## src/rtl/lddc_pkg.sv

```systemverilog
// types, codes and decode tables for the load delay dependency check
// no dependencies; imported by the stage, classify and checker modules
package lddc_pkg;

    typedef enum logic [1:0] {
        CLS_NONE = 2'd0,
        CLS_RS   = 2'd1,
        CLS_RT   = 2'd2,
        CLS_BOTH = 2'd3
    } t_src_class;

    typedef enum logic [1:0] {
        DEP_NONE   = 2'd0,
        DEP_INSIDE = 2'd1,
        DEP_ACROSS = 2'd2
    } t_dep;

    typedef struct packed {
        logic [31:0] next_instruction;
        logic [4:0]  load_target;
        logic        block_ending;
    } t_req;

    typedef struct packed {
        logic valid;
        t_req req;
    } t_stage;

    localparam logic [5:0] OP_SPECIAL = 6'h00;
    localparam logic [5:0] OP_COP0    = 6'h10;
    localparam logic [5:0] OP_COP2    = 6'h12;
    localparam logic [4:0] RS_MT      = 5'd4;
    localparam logic [4:0] RS_CT      = 5'd6;
    localparam logic [5:0] FN_ZERO    = 6'd0;
    localparam logic [4:0] REG_ZERO   = 5'd0;

    function automatic t_src_class opcode_class(input logic [5:0] op);
        t_src_class cls;
        case (op)
            6'd1, 6'd6, 6'd7, 6'd8, 6'd9, 6'd10, 6'd11, 6'd12, 6'd13, 6'd14:
                cls = CLS_RS;
            6'd4, 6'd5:
                cls = CLS_BOTH;
            6'd32, 6'd33, 6'd34, 6'd35, 6'd36, 6'd37, 6'd38:
                cls = CLS_RS;
            6'd40, 6'd41, 6'd42, 6'd43, 6'd46:
                cls = CLS_RS;
            6'd48, 6'd49, 6'd50, 6'd51, 6'd56, 6'd57, 6'd58, 6'd59:
                cls = CLS_RS;
            default:
                cls = CLS_NONE;
        endcase
        return cls;
    endfunction

    function automatic t_src_class function_class(input logic [5:0] fn);
        t_src_class cls;
        case (fn)
            6'd0, 6'd4, 6'd6, 6'd7:
                cls = CLS_BOTH;
            6'd2, 6'd3:
                cls = CLS_RT;
            6'd17, 6'd19:
                cls = CLS_RS;
            6'd32, 6'd33, 6'd34, 6'd35, 6'd36, 6'd37, 6'd38, 6'd39, 6'd42, 6'd43:
                cls = CLS_BOTH;
            default:
                cls = CLS_NONE;
        endcase
        return cls;
    endfunction

endpackage

```

## src/rtl/lddc_req_if.sv

```systemverilog
// request channel: instruction word after a load, load target, block end flag
// no dependencies
interface lddc_req_if;
    logic        valid;
    logic        ready;
    logic [31:0] next_instruction;
    logic [4:0]  load_target;
    logic        block_ending;

    modport source (output valid, output next_instruction, output load_target,
                    output block_ending, input ready);
    modport sink (input valid, input next_instruction, input load_target,
                  input block_ending, output ready);
endinterface

```

## src/rtl/lddc_rsp_if.sv

```systemverilog
// result channel: dependency code
// no dependencies
interface lddc_rsp_if;
    logic       valid;
    logic       ready;
    logic [1:0] dependency;

    modport source (output valid, output dependency, input ready);
    modport sink (input valid, input dependency, output ready);
endinterface

```

## src/rtl/lddc_in_stage.sv

```systemverilog
// input register stage of the load delay dependency check
// depends on lddc_pkg and lddc_req_if
module lddc_in_stage (
    input  logic          i_clk,
    input  logic          i_rst_n,
    lddc_req_if.sink      i_req,
    input  logic          i_advance,
    output lddc_pkg::t_stage o_stage
);
    import lddc_pkg::*;

    logic r_valid;
    t_req r_req;
    logic n_valid;
    logic w_take;

    assign w_take      = !r_valid || i_advance;
    assign i_req.ready = w_take;
    assign n_valid     = w_take ? i_req.valid : r_valid;

    always_ff @(posedge i_clk) begin
        if (!i_rst_n) begin
            r_valid <= 1'b0;
        end else begin
            r_valid <= n_valid;
        end
    end

    always_ff @(posedge i_clk) begin
        if (w_take && i_req.valid) begin
            r_req.next_instruction <= i_req.next_instruction;
            r_req.load_target      <= i_req.load_target;
            r_req.block_ending     <= i_req.block_ending;
        end
    end

    assign o_stage.valid = r_valid;
    assign o_stage.req   = r_req;
endmodule

```

## src/rtl/lddc_classify.sv

```systemverilog
// combinational decode of one request into a dependency code
// depends on lddc_pkg
module lddc_classify (
    input  lddc_pkg::t_req i_req,
    output lddc_pkg::t_dep o_dep
);
    import lddc_pkg::*;

    logic [5:0] w_op;
    logic [4:0] w_rs;
    logic [4:0] w_rt;
    logic [5:0] w_fn;
    t_src_class w_cls;
    logic       w_rs_eq;
    logic       w_rt_eq;
    logic       w_hit;

    assign w_op    = i_req.next_instruction[31:26];
    assign w_rs    = i_req.next_instruction[25:21];
    assign w_rt    = i_req.next_instruction[20:16];
    assign w_fn    = i_req.next_instruction[5:0];
    assign w_rs_eq = (w_rs == i_req.load_target);
    assign w_rt_eq = (w_rt == i_req.load_target);
    assign w_cls   = (w_op == OP_SPECIAL) ? function_class(w_fn) : opcode_class(w_op);
    assign w_hit   = (w_cls[0] && w_rs_eq) || (w_cls[1] && w_rt_eq);

    always_comb begin
        if (i_req.block_ending && (i_req.load_target != REG_ZERO)) begin
            o_dep = DEP_ACROSS;
        end else if (i_req.load_target == REG_ZERO) begin
            o_dep = DEP_NONE;
        end else if (w_op == OP_COP0) begin
            o_dep = ((w_rs == RS_MT) && w_rt_eq) ? DEP_INSIDE : DEP_NONE;
        end else if (w_op == OP_COP2) begin
            o_dep = ((w_fn == FN_ZERO) && ((w_rs == RS_MT) || (w_rs == RS_CT)) && w_rt_eq)
                    ? DEP_INSIDE : DEP_NONE;
        end else begin
            o_dep = w_hit ? DEP_INSIDE : DEP_NONE;
        end
    end
endmodule

```

## src/rtl/lddc_out_stage.sv

```systemverilog
// result register stage of the load delay dependency check
// depends on lddc_pkg and lddc_rsp_if
module lddc_out_stage (
    input  logic           i_clk,
    input  logic           i_rst_n,
    input  logic           i_valid,
    input  lddc_pkg::t_dep i_dep,
    output logic           o_take,
    lddc_rsp_if.source     o_rsp
);
    import lddc_pkg::*;

    logic r_valid;
    t_dep r_dep;
    logic n_valid;

    assign o_take  = !r_valid || o_rsp.ready;
    assign n_valid = o_take ? i_valid : r_valid;

    always_ff @(posedge i_clk) begin
        if (!i_rst_n) begin
            r_valid <= 1'b0;
        end else begin
            r_valid <= n_valid;
        end
    end

    always_ff @(posedge i_clk) begin
        if (o_take && i_valid) begin
            r_dep <= i_dep;
        end
    end

    assign o_rsp.valid      = r_valid;
    assign o_rsp.dependency = r_dep;
endmodule

```

## src/rtl/load_delay_dependency_check.sv

```systemverilog
// Load delay dependency check: for each request (the instruction word after a
// load, the load's target register and a block end flag) one result gives 0 for
// no dependency, 1 for a dependency inside the block, 2 for one across blocks.
// A request is taken every cycle while results are taken; its result is held in the
// input register, decoded combinationally and registered in the result register,
// which holds it on the output until it is taken.
// Input ready follows output ready combinationally through both registers.
// depends on lddc_pkg, lddc_req_if, lddc_rsp_if, the stage modules and lddc_classify
module load_delay_dependency_check (
    input  logic       i_clk,
    input  logic       i_rst_n,
    lddc_req_if.sink   i_req,
    lddc_rsp_if.source o_rsp
);
    import lddc_pkg::*;

    t_stage w_stage;
    t_dep   w_dep;
    logic   w_take;

    lddc_in_stage u_in_stage (
        .i_clk     (i_clk),
        .i_rst_n   (i_rst_n),
        .i_req     (i_req),
        .i_advance (w_take),
        .o_stage   (w_stage)
    );

    lddc_classify u_classify (
        .i_req (w_stage.req),
        .o_dep (w_dep)
    );

    lddc_out_stage u_out_stage (
        .i_clk   (i_clk),
        .i_rst_n (i_rst_n),
        .i_valid (w_stage.valid),
        .i_dep   (w_dep),
        .o_take  (w_take),
        .o_rsp   (o_rsp)
    );
endmodule

```

## src/flat_wrapper.sv

```systemverilog
// flat-port wrapper written by rule: the top's interface ports become plain ports
module load_delay_dependency_check_flat import lddc_pkg::*;
  (i_clk, i_rst_n, i_req_valid, i_req_next_instruction, i_req_load_target, i_req_block_ending, i_req_ready, o_rsp_valid, o_rsp_dependency, o_rsp_ready);
  lddc_req_if i_req_i ();
  lddc_rsp_if o_rsp_i ();
  input  logic i_clk;
  input  logic i_rst_n;
  input wire logic [$bits(i_req_i.valid)-1:0] i_req_valid;
  input wire logic [$bits(i_req_i.next_instruction)-1:0] i_req_next_instruction;
  input wire logic [$bits(i_req_i.load_target)-1:0] i_req_load_target;
  input wire logic [$bits(i_req_i.block_ending)-1:0] i_req_block_ending;
  output wire logic [$bits(i_req_i.ready)-1:0] i_req_ready;
  output wire logic [$bits(o_rsp_i.valid)-1:0] o_rsp_valid;
  output wire logic [$bits(o_rsp_i.dependency)-1:0] o_rsp_dependency;
  input wire logic [$bits(o_rsp_i.ready)-1:0] o_rsp_ready;
  assign i_req_i.valid = i_req_valid;
  assign i_req_i.next_instruction = i_req_next_instruction;
  assign i_req_i.load_target = i_req_load_target;
  assign i_req_i.block_ending = i_req_block_ending;
  assign i_req_ready = i_req_i.ready;
  assign o_rsp_valid = o_rsp_i.valid;
  assign o_rsp_dependency = o_rsp_i.dependency;
  assign o_rsp_i.ready = o_rsp_ready;
  load_delay_dependency_check u_core (.i_clk(i_clk), .i_rst_n(i_rst_n), .i_req(i_req_i), .o_rsp(o_rsp_i));
endmodule
```

## config.mk

```make
export PLATFORM = sky130hd
export DESIGN_NAME = load_delay_dependency_check_flat
export DESIGN_NICKNAME = d
export VERILOG_FILES = /design/src/rtl/lddc_pkg.sv /design/src/rtl/lddc_req_if.sv /design/src/rtl/lddc_rsp_if.sv /design/src/rtl/lddc_in_stage.sv /design/src/rtl/lddc_classify.sv /design/src/rtl/lddc_out_stage.sv /design/src/rtl/load_delay_dependency_check.sv /design/src/flat_wrapper.sv
export SDC_FILE = /design/constraint.sdc
export NUM_CORES = 1
export LEC_CHECK = 0
export BUFFER_PORTS_ARGS = -buffer_cell sky130_fd_sc_hd__buf_2
export CAP_MARGIN = 20
export CORE_ASPECT_RATIO = 2
export CORE_UTILIZATION = 51
export DETAILED_ROUTE_END_ITERATION = 8
export GPL_ROUTABILITY_DRIVEN = 0
export PLACE_DENSITY = 0.9
export REMOVE_ABC_BUFFERS = 1
export SYNTH_ARGS = -nofsm -noshare
export SYNTH_HDL_FRONTEND = slang
export SYNTH_SLANG_ARGS = --single-unit
```

## constraint.sdc

```tcl
create_clock -name i_clk -period 2.6 [get_ports i_clk]
set_input_delay 0 -clock i_clk [delete_from_list [all_inputs] [get_ports i_clk]]
set_output_delay 0 -clock i_clk [all_outputs]
set_load 0.03 [all_outputs]
```

==> run_results.csv <==
group,metric,value,unit
clock_network,cts_buffers,5,
worst_hold_path,hp-start,"o_rsp_ready",
worst_setup_path,cp_num_cells,5,
finish,diodes,0,
finish,layout.nets,249,
clock_network,clk_pin_slew_worst_paths,0.07,ns
sta,rsz0062_at_grt,"false",
grt,grt_overflow_total,0,
sta,min_period_over_period,76.5,%
clock_network,cts_resized,0,
placed_design,hpwl,2.43,mm
yosys,post-synth-top-area-cell,"edfxtp_1",
sta,setup_viol,0,
sta,clock-skew-final,0.00623,ns
grt,antenna_found_initial,0,
clock_network,clk_latency,0.29,ns
worst_setup_path,cp-start-kind,"flop",
worst_hold_path,hold_class,"in2reg",
worst_setup_path,cp.required,2.65,ns
floorplanning,pin_count,46,
floorplanning,die_h,81.2,um
grt,grt_max_degree,30,
worst_setup_path,cp_max_fo,15,
route,drt-initial-drc-count,68,
route,drtPass1Iterations,4,
worst_hold_path,whs_path_depth,3,
finish,drive_gt1_share,21.6,%
worst_setup_path,max_stage_delay,0.36,ns
clock_network,clock-root-buffer,"clkbuf_8",
grt,grt_pass1_wl,6.12,mm
pwr,fin_total_pwr,1.22,mW
worst_setup_path,critical-path-top-delay-family,"simple AND/OR/NAND/NOR gates",
grt,first_global_vias,1364,
floorplanning,die_w,41.6,um
run,drv_cap,0,
yosys,synth_seq_cells,36,
clock_network,cts_max_level,2,
yosys,synth_area_per_cell,11.9,um2
sta,hold_viol_final,0,
finish,mostFrequentLayoutCells,"buf_2, dlygate4sd3_1, edfxtp_1",
grt,grt.total_usage,24.4,%
yosys,synth_area,1600,um2
route,wl_met3,172,um
worst_setup_path,crit_arrival,2.04,ns
worst_setup_path,critical_path_class,"reg2reg",
finish,area_growth,38.2,%
worst_setup_path,path_buf_inv,2,
placed_design,io_buffers,35,
worst_setup_path,crit_chain,"nor2b_1, nand2_1, nand2_1, inv_1, buf_8",
sta,timing.setup.tns,0,ns
yosys,syn_inst,134,
floorplanning,initial_utilization,53.7,%
worst_setup_path,slowest_stage,"inv_1",
clock_network,clockBufferDepth,2,
route,vias,1359,
floorplanning,core,2980,um2
route,drc,0,
worst_setup_path,r2r_start,"u_core.u_out_stage.o_rsp.valid$_SDFFE_PN0P_",
worst_setup_path,reg2reg_setup_slack,0.61,ns
yosys,synth_seq_area_share,63.8,%
clock_network,cts_tree,"yes",
worst_setup_path,crit_top_cell,"nand2_1",
pwr,p_per_area,551,nW/um2
finish,layout_commonest_cell,"buf_2",
route,wl_met1,1.44,mm
sta,worstMarginPinSlew,0.602,ns
worst_setup_path,r2r-end,"u_core.u_in_stage.o_stage[26]$_DFFE_PN_",
sta,fmax,0.502,GHz
yosys,ys_warn_count,0,
pwr,vdd_ir_drop_max,0.490,mV
outcome,status,"finished, final reports clean",
clock_network,cts_hold_buffers,30,
floorplanning,rows,28,
sta,period_needed,1.99,ns
yosys,synthTopCellsByArea,"edfxtp_1, dfxtp_1, xnor2_1, a21oi_1, nor2_1",
route,avgViaCountPerCell,5.71,
worst_hold_path,min_to,"u_core.u_out_stage.o_rsp.valid$_SDFFE_PN0P_",
pwr,leakage,0.856,nW
sta,final_max_slew_viol_count,0,
sta,relSlewSlack,59.8,%
route,wl_met2,2.18,mm
route,wl_per_cell,16.3,um
floorplanning,die-area,3380,um2
route,wirelength,3.88,mm
clock_network,cts_sinks,36,
clock_network,post-cts-setup-buffers,0,
worst_setup_path,end_kind,"flop",
worst_setup_path,r2r.worst_path.cells,5,
yosys,ys_types,29,
route,routed.top_layer,"met4",
route,ant_nets,0,
yosys,yosysTopAreaCellShare,56.3,%
[worst register-to-register path: cells and delay by family (launching register included)]
family / cells / cell delay [ns]
AND/OR/NAND/NOR: 3 / 0.77
flip-flops: 1 / 0.34
buffers and inverters: 2 / 0.64
[cell type report]
class	count	area (um2)
clock buffers	5	68.8
repair buffers	66	490
clock inverters	3	13.8
multi-input cells	93	561
inverters	5	18.8
fillers	179	767
well taps	30	37.5
flip-flops and latches	36	1020
[cells in the mapped netlist, drive strengths merged]
library cell and instances:
nor3 4, o21bai 1, a21oi 11, nand2b 5, dfxtp 6, nand4 2, o21a 3, or4 2
o211ai 2, nor4 3, a2bb2oi 2, xnor2 7, a41oi 1, or4b 1, edfxtp 30, nor2b 4
o21ai 10, o22ai 1, o32a 1, nand2 11, or3 1, nand3 3, nor2 13, xor2 3
o31ai 1, mux2i 1, inv 5
[power breakdown]
part | switching [mW] | internal (mW) | leakage (nW)
sequential | 0.0281 | 0.664 | 0.342
clock | 0.189 | 0.181 | 0.0453
combinational | 0.0721 | 0.0837 | 0.469
total | 0.289 | 0.929 | 0.856
[logic make-up after synthesis]
kind of cell | share of synthesized area, %
and+or+nand+nor | 16.2
DFF | 63.8
AOI/OAI and AO/OA | 12.7
xor gates and xnor gates | 5.47
buffers and inverters | 1.17
muxes | 0.626
[layer usage]
| layer | track usage [%] | vias to the layer above |
|---|---|---|
| met5 | 0 | - |
| met4 | 11.6 | 0 |
| met3 | 4.22 | 8 |
| met2 | 46.1 | 59 |
| met1 | 25.4 | 645 |
| li1 | - | 647 |
[worst max-delay path by stage]
stage                                                      endpoint  slack, ns                                         from
4_1_cts                     u_core.u_in_stage.o_stage[31]$_DFFE_PN_       0.65  u_core.u_out_stage.o_rsp.valid$_SDFFE_PN0P_
2_1_floorplan                u_core.u_in_stage.o_stage[0]$_DFFE_PN_       0.57  u_core.u_out_stage.o_rsp.valid$_SDFFE_PN0P_
5_1_grt        u_core.u_out_stage.o_rsp.dependency[0]$_SDFFCE_PP0P_       0.54      u_core.u_in_stage.o_stage[32]$_DFFE_PN_
3_3_place_gp   u_core.u_out_stage.o_rsp.dependency[0]$_SDFFCE_PP0P_       0.73      u_core.u_in_stage.o_stage[32]$_DFFE_PN_
6_report                    u_core.u_in_stage.o_stage[26]$_DFFE_PN_       0.61  u_core.u_out_stage.o_rsp.valid$_SDFFE_PN0P_
3_5_place_dp                u_core.u_in_stage.o_stage[26]$_DFFE_PN_       0.67  u_core.u_out_stage.o_rsp.valid$_SDFFE_PN0P_
[through the flow]
| stage | cells | cell area (um2) | hold WS, ns | worst slack, ns | utilization [%] |
|---|---|---|---|---|---|
| global placement | 199 | 1810 | 0.178 | 0.729 | 60.9 |
| detailed placement | 199 | 1810 | 0.178 | 0.669 | 60.9 |
| global route | 238 | 2210 | 0.131 | 0.542 | 74.2 |
| finish | 238 | 2210 | 0.143 | 0.610 | 74.2 |
| floorplan | 134 | 1600 | 0.0989 | 0.572 | - |
| CTS | 237 | 2200 | 0.0669 | 0.655 | 73.7 |
No activity file was read; power rests on OpenSTA's default activity.
